**src/sv/sst_pkg.sv**
```systemverilog
// Shared types and constants for the sortable stack.
// Used by sst_cell and sortable_stack; depends on nothing.
`timescale 1ns / 1ps

package sst_pkg;

   localparam int STACK_DEPTH_DEF = 16;
   localparam int DATA_W          = 32;
   localparam int COUNT_W         = 5;
   localparam logic [COUNT_W-1:0] CAPACITY_RESET = 5'd16;

   typedef enum logic [1:0] {
      FUNC_PUSH = 2'd0,
      FUNC_POP  = 2'd1,
      FUNC_PEEK = 2'd2,
      FUNC_SORT = 2'd3
   } sst_func_type;

   typedef enum logic [1:0] {
      ERR_NONE      = 2'd0,
      ERR_OVERFLOW  = 2'd1,
      ERR_UNDERFLOW = 2'd2
   } sst_err_type;

   typedef enum logic [1:0] {
      CELL_HOLD = 2'd0,
      CELL_PUSH = 2'd1,
      CELL_POP  = 2'd2,
      CELL_SORT = 2'd3
   } sst_cell_op_type;

   typedef enum logic {
      ST_READY = 1'b0,
      ST_SORT  = 1'b1
   } sst_state_type;

   typedef struct packed {
      sst_func_type             func;
      logic signed [DATA_W-1:0] push_value;
   } sst_req_type;

   typedef struct packed {
      logic signed [DATA_W-1:0] read_value;
      sst_err_type              error_code;
      logic                     is_empty;
      logic                     is_full;
      logic [COUNT_W-1:0]       entry_count;
   } sst_rsp_type;

   // broadcast to every cell of the row
   typedef struct packed {
      sst_cell_op_type    op;
      logic               phase;
      logic [COUNT_W-1:0] count;
   } sst_cell_ctrl_type;

endpackage

```
**src/sv/sortable_stack.sv**
```systemverilog
// Top level of the sortable stack: request/response handshake, control and the cell row.
// Depends on sst_pkg and sst_cell.
`timescale 1ns / 1ps

// Bounded stack of signed 32-bit words held in a row of STACK_DEPTH cells, top of
// stack in cell 0. Push, pop and peek take one request per cycle; the response is
// registered and a new request is taken while the previous response waits, as long
// as rsp_ready frees the output register. Sort answers at once and then runs one
// odd-even transposition pass per cycle across the cell row, count passes in all
// (none for zero or one entry), during which req_ready stays low; afterwards the
// values ascend from bottom to top. Capacity is csr_write_data, zero read as one and
// values above STACK_DEPTH clamped to it; a push at or above capacity is refused
// with overflow, a pop or peek of an empty stack reports underflow.
module sortable_stack #(
   parameter int STACK_DEPTH = sst_pkg::STACK_DEPTH_DEF
) (
   input  logic                         clock,
   input  logic                         reset,
   input  logic                         req_valid,
   output logic                         req_ready,
   input  sst_pkg::sst_req_type         req_data,
   output logic                         rsp_valid,
   input  logic                         rsp_ready,
   output sst_pkg::sst_rsp_type         rsp_data,
   input  logic                         csr_write_enable,
   input  logic [sst_pkg::COUNT_W-1:0]  csr_write_data
);

   logic [sst_pkg::COUNT_W-1:0] capacity_ff;
   logic [sst_pkg::COUNT_W-1:0] count_ff;
   logic [sst_pkg::COUNT_W-1:0] count_in;
   logic [sst_pkg::COUNT_W-1:0] pass_ff;
   logic [sst_pkg::COUNT_W-1:0] pass_in;
   logic [sst_pkg::COUNT_W-1:0] eff_capacity;
   sst_pkg::sst_state_type      state_ff;
   sst_pkg::sst_state_type      state_in;
   logic                        rsp_valid_ff;
   logic                        rsp_valid_in;
   sst_pkg::sst_rsp_type        rsp_ff;
   sst_pkg::sst_rsp_type        rsp_in;
   sst_pkg::sst_cell_ctrl_type  cell_ctrl;
   logic                        req_accept;
   logic                        stack_full;
   logic                        stack_empty;
   logic                        sort_last_pass;

   logic signed [sst_pkg::DATA_W-1:0] cell_value [STACK_DEPTH];

   assign req_accept     = req_valid && req_ready;
   assign stack_full     = (count_ff >= eff_capacity);
   assign stack_empty    = (count_ff == '0);
   assign sort_last_pass = (pass_ff == count_ff - 5'd1);

   always_comb begin
      if (capacity_ff == '0) begin
         eff_capacity = 5'd1;
      end else if (int'(capacity_ff) > STACK_DEPTH) begin
         eff_capacity = 5'(STACK_DEPTH);
      end else begin
         eff_capacity = capacity_ff;
      end
   end

   // next state
   always_comb begin
      state_in = state_ff;
      case (state_ff)
         sst_pkg::ST_READY: begin
            if (req_accept && (req_data.func == sst_pkg::FUNC_SORT)
                && (count_ff >= 5'd2)) begin
               state_in = sst_pkg::ST_SORT;
            end
         end
         sst_pkg::ST_SORT: begin
            if (sort_last_pass) begin
               state_in = sst_pkg::ST_READY;
            end
         end
         default: state_in = sst_pkg::ST_READY;
      endcase
   end

   // outputs of the state machine
   always_comb begin
      req_ready       = 1'b0;
      cell_ctrl.op    = sst_pkg::CELL_HOLD;
      cell_ctrl.phase = pass_ff[0];
      cell_ctrl.count = count_ff;
      case (state_ff)
         sst_pkg::ST_READY: begin
            req_ready = !rsp_valid_ff || rsp_ready;
            if (req_accept) begin
               case (req_data.func)
                  sst_pkg::FUNC_PUSH: begin
                     if (!stack_full) begin
                        cell_ctrl.op = sst_pkg::CELL_PUSH;
                     end
                  end
                  sst_pkg::FUNC_POP: begin
                     if (!stack_empty) begin
                        cell_ctrl.op = sst_pkg::CELL_POP;
                     end
                  end
                  default: cell_ctrl.op = sst_pkg::CELL_HOLD;
               endcase
            end
         end
         sst_pkg::ST_SORT: cell_ctrl.op = sst_pkg::CELL_SORT;
         default: cell_ctrl.op = sst_pkg::CELL_HOLD;
      endcase
   end

   always_comb begin
      pass_in = pass_ff;
      if (state_ff == sst_pkg::ST_SORT) begin
         pass_in = pass_ff + 5'd1;
      end else begin
         pass_in = '0;
      end
   end

   // count and response
   always_comb begin
      count_in           = count_ff;
      rsp_in             = rsp_ff;
      rsp_valid_in       = rsp_valid_ff && !rsp_ready;
      if (req_accept) begin
         rsp_valid_in      = 1'b1;
         rsp_in.read_value = '0;
         rsp_in.error_code = sst_pkg::ERR_NONE;
         case (req_data.func)
            sst_pkg::FUNC_PUSH: begin
               if (stack_full) begin
                  rsp_in.error_code = sst_pkg::ERR_OVERFLOW;
               end else begin
                  count_in = count_ff + 5'd1;
               end
            end
            sst_pkg::FUNC_POP, sst_pkg::FUNC_PEEK: begin
               if (stack_empty) begin
                  rsp_in.error_code = sst_pkg::ERR_UNDERFLOW;
               end else begin
                  rsp_in.read_value = cell_value[0];
                  if (req_data.func == sst_pkg::FUNC_POP) begin
                     count_in = count_ff - 5'd1;
                  end
               end
            end
            default: count_in = count_ff;
         endcase
         rsp_in.entry_count = count_in;
         rsp_in.is_empty    = (count_in == '0);
         rsp_in.is_full     = (count_in >= eff_capacity);
      end
   end

   always_ff @(posedge clock) begin
      if (reset) begin
         capacity_ff  <= sst_pkg::CAPACITY_RESET;
         count_ff     <= '0;
         pass_ff      <= '0;
         state_ff     <= sst_pkg::ST_READY;
         rsp_valid_ff <= 1'b0;
      end else begin
         if (csr_write_enable) begin
            capacity_ff <= csr_write_data;
         end
         count_ff     <= count_in;
         pass_ff      <= pass_in;
         state_ff     <= state_in;
         rsp_valid_ff <= rsp_valid_in;
      end
   end

   always_ff @(posedge clock) begin
      rsp_ff <= rsp_in;
   end

   assign rsp_valid = rsp_valid_ff;
   assign rsp_data  = rsp_ff;

   // cell row: cell 0 is the top of stack
   for (genvar i = 0; i < STACK_DEPTH; i++) begin : g_cell
      logic signed [sst_pkg::DATA_W-1:0] above_value;
      logic signed [sst_pkg::DATA_W-1:0] below_value;

      if (i == 0) begin : g_top
         assign above_value = req_data.push_value;
      end else begin : g_mid_above
         assign above_value = cell_value[i-1];
      end

      if (i == STACK_DEPTH - 1) begin : g_bottom
         assign below_value = cell_value[i];
      end else begin : g_mid_below
         assign below_value = cell_value[i+1];
      end

      sst_cell #(
         .CELL_INDEX (i)
      ) u_cell (
         .clock       (clock),
         .ctrl        (cell_ctrl),
         .above_value (above_value),
         .below_value (below_value),
         .value       (cell_value[i])
      );
   end

   // no request is taken while a sort runs
   assert property (@(posedge clock) disable iff (reset)
      (state_ff == sst_pkg::ST_SORT) |-> !req_ready)
      else $error("request accepted during sort");

   assert property (@(posedge clock) disable iff (reset)
      int'(count_ff) <= STACK_DEPTH)
      else $error("entry count beyond built depth");

   assert property (@(posedge clock) disable iff (reset)
      (req_accept && (req_data.func == sst_pkg::FUNC_PUSH) && !stack_full)
      |=> (count_ff == 5'($past(count_ff) + 5'd1)))
      else $error("push did not grow the stack");

   assert property (@(posedge clock) disable iff (reset)
      (state_ff == sst_pkg::ST_SORT) |-> (count_ff >= 5'd2) && $stable(count_ff))
      else $error("sort running on a short or changing stack");

endmodule

```
**src/sv/sst_cell.sv**
```systemverilog
// One stack entry of the cell row: shifts on push/pop and does one
// compare-exchange step per sort pass. Depends on sst_pkg.
`timescale 1ns / 1ps

module sst_cell #(
   parameter int CELL_INDEX = 0
) (
   input  logic                              clock,
   input  sst_pkg::sst_cell_ctrl_type        ctrl,
   input  logic signed [sst_pkg::DATA_W-1:0] above_value,
   input  logic signed [sst_pkg::DATA_W-1:0] below_value,
   output logic signed [sst_pkg::DATA_W-1:0] value
);

   localparam logic ODD_CELL  = 1'(CELL_INDEX % 2);
   localparam logic HAS_ABOVE = (CELL_INDEX > 0);

   logic signed [sst_pkg::DATA_W-1:0] value_ff;
   logic signed [sst_pkg::DATA_W-1:0] value_in;
   logic                              upper_role;
   logic                              lower_role;

   // pair (i, i+1) is active on passes whose parity matches i; top of pair keeps the max
   assign upper_role = (ODD_CELL == ctrl.phase) && (CELL_INDEX + 1 < int'(ctrl.count));
   assign lower_role = HAS_ABOVE && (ODD_CELL != ctrl.phase)
                       && (CELL_INDEX < int'(ctrl.count));

   always_comb begin
      value_in = value_ff;
      case (ctrl.op)
         sst_pkg::CELL_HOLD: value_in = value_ff;
         sst_pkg::CELL_PUSH: value_in = above_value;
         sst_pkg::CELL_POP:  value_in = below_value;
         sst_pkg::CELL_SORT: begin
            if (upper_role && (value_ff < below_value)) begin
               value_in = below_value;
            end else if (lower_role && (above_value < value_ff)) begin
               value_in = above_value;
            end
         end
         default: value_in = value_ff;
      endcase
   end

   always_ff @(posedge clock) begin
      value_ff <= value_in;
   end

   assign value = value_ff;

endmodule
```
**config.mk**
```make
export PLATFORM = sky130hd
export DESIGN_NAME = sortable_stack
export DESIGN_NICKNAME = d
export VERILOG_FILES = /design/src/sv/sst_pkg.sv /design/src/sv/sortable_stack.sv /design/src/sv/sst_cell.sv
export SDC_FILE = /design/constraint.sdc
export NUM_CORES = 2
export LEC_CHECK = 0
export ABC_AREA = 0
export BUFFER_PORTS_ARGS = -buffer_cell sky130_fd_sc_hd__buf_2
export CELL_PAD_IN_SITES_DETAIL_PLACEMENT = 1
export CELL_PAD_IN_SITES_GLOBAL_PLACEMENT = 1
export CORE_ASPECT_RATIO = 1.5
export CORE_MARGIN = 10
export CORE_UTILIZATION = 25
export DETAILED_ROUTE_END_ITERATION = 8
export MAX_ROUTING_LAYER = met4
export PLACE_DENSITY = 0.52
export SETUP_SLACK_MARGIN = 0.3
export SLEW_MARGIN = 30
export SYNTH_ARGS = -nofsm -noshare
export SYNTH_HDL_FRONTEND = slang
export SYNTH_SLANG_ARGS = --single-unit
export TNS_END_PERCENT = 1
```
**constraint.sdc**
```tcl
create_clock -name clock -period 4.24 [get_ports clock]
set_input_delay 0.424 -clock clock [delete_from_list [all_inputs] [get_ports clock]]
set_output_delay 0.424 -clock clock [all_outputs]
set_load 0.01 [all_outputs]
```
==> Word-level counts from Yosys, hierarchy flattened <==
Cells that the tools add are included.
{ "op_classes": {"n_addsub": 3, "reduce_logical": 64, "magnitude_cmp": 36, "bitwise_logic": 5, "eq_ne": 24, "n_mux": 67} }
{ "op_table": {"columns": ["op", "count"], "rows": [
  ["$pmux W32 S3", 15],
  ["$mux W32", 31],
  ["$lt A32 B32 Y1", 16],
  ["$pmux W32 S2", 1],
  ["$ne A3 B1 Y1 const B", 14],
  ["$lt A4 B5 Y1 const A", 8],
  ["$logic_and A1 B1 Y1", 36],
  ["$mux W5", 6],
  ["$reduce_and A2 Y1", 15],
  ["$lt A3 B5 Y1 const A", 4],
  ["$logic_not A5 Y1", 3],
  ["$pmux W2 S2", 3],
  ["$add A5 B1 Y5 const B", 2],
  ["$ge A5 B5 Y1", 2],
  ["$lt A2 B5 Y1 const A", 2],
  ["$pmux W5 S2", 1],
  ["$eq A2 B2 Y1 const B", 4],
  ["$reduce_or A2 Y1", 4],
  ["$mux W1", 6],
  ["$mux W2", 3],
  ["$eq A5 B5 Y1", 1],
  ["$ge A5 B2 Y1 const B", 1],
  ["$gt A5 B5 Y1 const B", 1],
  ["$lt A1 B5 Y1 const A", 1],
  ["other kinds (11)", 19]
]} }
{ "totals": {"output_inout_bits": 43, "ff_bits": 570} }

==> Logic depth before layout (Yosys ltp) <==
{ "logic_depth": {"word_depth": 12, "ltp_mapped": 16, "depth_no_buf": 15} }

==> Cells and area by module <==
From an unflattened synthesis, not the netlist that was laid out.
{ "unflattened": {"hier_cells": 5577, "area_unflattened_um2": 54433.5} }
{ "modules_own_cells": {"columns": ["mod", "instances", "area_per_inst_um2", "cells_each"], "rows": [
  ["sst_cell (g_cell[10].u_cell)", 1, 3980.1, 468],
  ["sst_cell (g_cell[13].u_cell)", 1, 3953.8, 464],
  ["sst_cell (g_cell[14].u_cell)", 1, 3877.5, 480],
  ["sst_cell (g_cell[9].u_cell)", 1, 3450.8, 410],
  ["sst_cell (g_cell[2].u_cell)", 1, 3185.6, 303],
  ["sst_cell (g_cell[5].u_cell)", 1, 3138.0, 299],
  ["sst_cell (g_cell[12].u_cell)", 1, 3134.3, 298],
  ["sst_cell (g_cell[11].u_cell)", 1, 3131.8, 307],
  ["sst_cell (g_cell[8].u_cell)", 1, 3129.3, 300],
  ["sst_cell (g_cell[7].u_cell)", 1, 3111.7, 298],
  ["sst_cell (g_cell[15].u_cell)", 1, 3108.0, 295],
  ["sst_cell (g_cell[6].u_cell)", 1, 3095.5, 300],
  ["sst_cell (g_cell[4].u_cell)", 1, 3045.4, 312],
  ["sst_cell (g_cell[1].u_cell)", 1, 3042.9, 302],
  ["+3 rows", null, null, null]
]} }

==> Worst setup path before layout <==
OpenSTA, ideal clock, no wires.
{ "synth_timing": {"kind": "register to register", "startpoint": "reg g_cell[9].u_cell.value_ff (netlist bit g_cell[9].u_cell.value[31])", "endpoint": "reg g_cell[9].u_cell.value_ff (netlist bit g_cell[9].u_cell.value[0]) (enable)", "t_arrival_ps": 3950, "path_stages_with_launch": 10, "path_buffers": 0, "setup_slack_ps": -142, "setup_time_ps": 432, "cell_sequence": "edfxtp_1 > inv_1 > ha_1 > nand4_1 > or2_0 > or4_1 > a2111oi_2 > o21bai_1 > a221o_1 > a21oi_1"} }
{ "synth_via": {"elab_chain_len": 4, "elab_cells_between_ends": 6, "cone_classes": "order compare (2); eq/ne (1); reduce/logical (3)"} }
{ "synth_lines": {"columns": ["element", "line", "source"], "rows": [
  ["start: declaration", "sst_cell.sv:18", "logic signed [sst_pkg::DATA_W-1:0] value_ff;"],
  ["start signal: assignment", "sst_cell.sv:46", "value_ff <= value_in;"],
  ["$lt A32 B32 Y1, on equally long branches", "sst_cell.sv:37, sst_cell.sv:35", null],
  ["$logic_and A1 B1 Y1, on equally long branches", "sst_cell.sv:37, sst_cell.sv:35", null],
  ["$ne A3 B1 Y1 (no source line) *", null, null],
  ["$reduce_and A2 Y1 (no source line) *", null, null]
]} }
Mark *: on every way between the ends. The rest lies on a longest branch, timed or not.
A chain may end at the register's enable or synchronous reset.

==> Worst setup path after layout <==
{ "layout_timing": {"startpoint": "reg g_cell[1].u_cell.value_ff (netlist bit g_cell[1].u_cell.value[4])", "endpoint": "reg g_cell[1].u_cell.value_ff (netlist bit g_cell[1].u_cell.value[6]) (enable)"} }
{ "layout_via": {"elab_chain_len": 4, "elab_cells_between_ends": 6, "cone_classes": "order compare (2); eq/ne (1); reduce/logical (3)"} }
{ "layout_lines": {"columns": ["element", "line"], "rows": [
  ["start: declaration", "sst_cell.sv:18"],
  ["start signal: assignment", "sst_cell.sv:46"],
  ["$lt A32 B32 Y1, on equally long branches", "sst_cell.sv:37, sst_cell.sv:35"],
  ["$logic_and A1 B1 Y1, on equally long branches", "sst_cell.sv:37, sst_cell.sv:35"],
  ["$ne A3 B1 Y1 (no source line) *", null],
  ["$reduce_and A2 Y1 (no source line) *", null]
]} }
Marks and branches as above.

==> run_results.csv <==
group,metric,value,unit
timing,period_needed,3.82,ns
timing,fin_crit_sh,0.901,
synthesis,synthMuxAreaShare,0.121,
synthesis,synth_seq_cells,570,
routing,drt_iter0_drc,552,
clocking,clkTransAtPathRegs,0.06,ns
worst_hold_path,min-delay-path-class,"in2reg",
synthesis,ys_types,70,
synthesis,synth_xor_xnor_area_share,0.00246,
global_routing,antenna_found_initial,1,
timing,setup_viol,0,
synthesis,synth_fa_ha_area_frac,0.170,
floorplanning,initial_core_util,0.252,
critical_path,cp_slowest_stage_delay,0.50,ns
critical_path,path_cells,"inv_1 -> ha_1 -> a21o_1 -> a2111oi_0 -> o21ai_0 -> a221oi_2 -> buf_4 -> o31ai_1 -> a221o_1 -> a31oi_4 -> buf_12",
layout,final_net_count,3831,
synthesis,yosysWarnings,0,
global_routing,grt_pass1_wl,151000,um
global_routing,track_usage,0.125,
timing,drv_slew,0,
power,ir_worst_vdd,0.000364,V
placed_design,dp.cells,5112,
floorplanning,dieArea,158000,sq um
placed_design,hpwl,79900,um
critical_path,cp_num_buf_inv,3,
critical_path,critPathKind,"reg2reg",
clocking,cts_buffers,61,
global_routing,grt_pass1_vias,26700,
critical_path,cp.required,4.59,ns
floorplanning,ios,87,
routing,drt-pass1-iter-count,4,
synthesis,synth_nets,3645,
synthesis,synth_edf_count,553,
synthesis,async_flop_share,0,
timing,maxSlewHeadroom,0.358,
clocking,cts.sinks,570,
power,powerDensity,377,nW/um^2
run_status,outcome,"finished clean",
layout,layout-drive-gt1-share,0.107,
routing,drc,0,
timing,tightest_slew,0.939,ns
synthesis,yosys.area_share.simple,0.0650,
clocking,cts_max_level,2,
synthesis,synth_area,35600,sq um
global_routing,grt_max_degree,58,
critical_path,worst_ep_arrival_time,4.17,ns
clocking,cts_tree,"yes",
layout,area_growth_syn_to_layout,16.1,%
critical_path,startpoint_type,"flop",
routing,vias,23800,
floorplanning,fp.dieH,482,um
floorplanning,coreArea,141000,sq um
timing,skew,0.0186,ns
routing,vias_per_cell,4.54,
clocking,clk_latency,0.65,ns
clocking,clk_path_buf_depth,3,
floorplanning,fp.dieW,328,um
routing,drt-total-wl,96300,um
synthesis,synthFlopType,"edfxtp_1",
floorplanning,num_rows,169,
timing,hold_violations,0,
synthesis,synth_compound_area_frac,0.102,
global_routing,grt_overflow,0,
timing,max_freq,262,MHz
timing,layout_setup_ws,0.419,ns
layout,instances_no_fill,5233,
critical_path,reg2reg_slack,0.42,ns
placed_design,routabilityCongestion,0.794,
flow_run,drv_cap,0,
placed_design,port_buffers,86,
critical_path,crit_slowest_cell,"a2111oi_0",
synthesis,yosysSeqAreaShare,0.476,
power,leakagePower,18.6,nW
critical_path,crit_fanout,24,
timing,rsz0062_at_grt,"yes",
timing,hold_ws,0.0504,ns
placed_design,pre_cts_ws,-0.0146,ns
synthesis,netlist_instances,3118,
synthesis,synth_top_family_by_area,"adder cells",
synthesis,synth_area_per_cell,11.4,sq um
critical_path,path_delay_family,"compound AO/OA/AOI/OAI gates",
critical_path,end_kind,"flop",
routing,ant_nets,0,
clocking,ctsRootBufferMaster,"clkbuf_16",
routing,wl_per_cell,18.4,um
area by class of cell:
cell class	count	area [sq um]
timing repair buffer	208	1510
clock buffer	71	1560
fill	15700	100000
inverter	488	1830
clock inverter	39	413
sequential	570	16900
multi-input combinational	1975	16700
tap	1881	2350
antenna	1	2.50
path summary, 6_finish.rpt:
| kind | start | to | cells after the start |
|---|---|---|---|
| worst min-delay path | req_data[19] | g_cell[0].u_cell.value[19]$_DFFE_PP_ | 3 |
| worst min register to register | g_cell[14].u_cell.value[2]$_DFFE_PP_ | g_cell[15].u_cell.value[2]$_DFFE_PP_ | 0 |
| worst max register to register | g_cell[1].u_cell.value[4]$_DFFE_PP_ | g_cell[1].u_cell.value[6]$_DFFE_PP_ | 11 |
| worst max-delay path | g_cell[1].u_cell.value[4]$_DFFE_PP_ | g_cell[1].u_cell.value[6]$_DFFE_PP_ | 11 |
stage by stage:
| step | power (W) | TNS [ns] | instance area (sq um) | util |
|---|---|---|---|---|
| after floorplan | 0.00909 | -25.62 | 35600 | - |
| final | 0.0156 | 0 | 41300 | 0.292 |
| after global placement | 0.0102 | 0 | 39200 | 0.277 |
| after global routing | 0.0165 | 0 | 41300 | 0.292 |
| after CTS | 0.0159 | 0 | 41300 | 0.292 |
| after detailed placement | 0.0103 | -0.0146 | 39200 | 0.277 |
cell usage after synthesis, drive strengths merged (4+ instances only):
cell type    n  share of area
or2          7         0.0012
mux2i      377           0.11
a31oi       14         0.0025
nand4       63          0.011
o21ai      181          0.025
o2111ai      5         0.0012
nor4         6         0.0011
mux2        46          0.015
o31ai        5         0.0011
a21oi      168          0.024
nor3        22         0.0031
nor2b       14         0.0025
nand2b      22         0.0039
ha         483           0.17
xor2         4        0.00098
a221o        7         0.0020
buf         47         0.0081
and2         4        0.00070
a211oi      32         0.0069
a41oi        4        0.00098
o22ai        4        0.00070
nand3       29         0.0041
and4         9         0.0022
nor3b        5         0.0011
o21bai       6         0.0013
xnor2        6         0.0015
edfxtp     553           0.47
o221ai       6         0.0015
o211ai      25         0.0053
a221oi       8         0.0020
dfxtp       17         0.0096
nand2      149          0.016
o21a        13         0.0027
clkbuf      38         0.0040
a2111oi      7         0.0019
o31a         4        0.00098
and3        37         0.0065
inv        488          0.051
a21o        76          0.016
a211o        5         0.0012
nor2        94         0.0099
cell families after synthesis:
family	after synthesis
adder cells (fa/ha/maj)	484
buffers and inverters	573
XOR/XNOR	10
flip-flops	570
multiplexers	423
AO/OA/AOI/OAI	588
AND/OR/NAND/NOR	470
layout by cell type (no fill, tap or decap), drive strengths merged, types with 37 or more instances in the layout:
cell    count
a21o       76
a21oi     168
and3       37
buf       199
clkbuf     71
edfxtp    553
ha        483
inv       488
mux2       46
mux2i     377
nand2     149
nand4      63
nor2       94
o21ai     181
metal layers:
metal  global-route usage  part of all wire  wire (um)  vias up
li1                     -                 -          -    11800
met1                0.121              0.37      36000    11700
met2                0.256              0.58      56100      178
met3               0.0117             0.018       1770      114
met4               0.0364             0.026       2510        0
met5                    -                 0          0        -
tightest hold or removal path: cells and delay by family:
kind	cells	cell delay, ns
and+or+nand+nor	1	0.04
buffers and inverters	1	0.08
AOI/OAI and AO/OA	1	0.05
power by group:
group / total [W] / switching, W / internal (W)
sequential: 0.00703 / 0.000230 / 0.00680
combinational: 0.00303 / 0.00186 / 0.00118
clock: 0.00552 / 0.00237 / 0.00316
total: 0.0156 / 0.00446 / 0.0111
repair_timing:
item | in CTS | in global routing
endpoints found under the hold margin | 9 | 0
endpoints found under the setup margin | 184 | 175
resized for setup | 3 | 0
hold buffers | 9 | 0
setup buffers | 0 | 1
pin swaps | 0 | 2
state kept, by name (all words and copies together), names as in the netlist:
signal,cells
g_cell.u_cell.value,512
rsp_data,41
capacity_ff,5
count_ff,5
pass_ff,5
rsp_valid,1
state_ff,1
No activity file was read; power rests on OpenSTA's default activity.
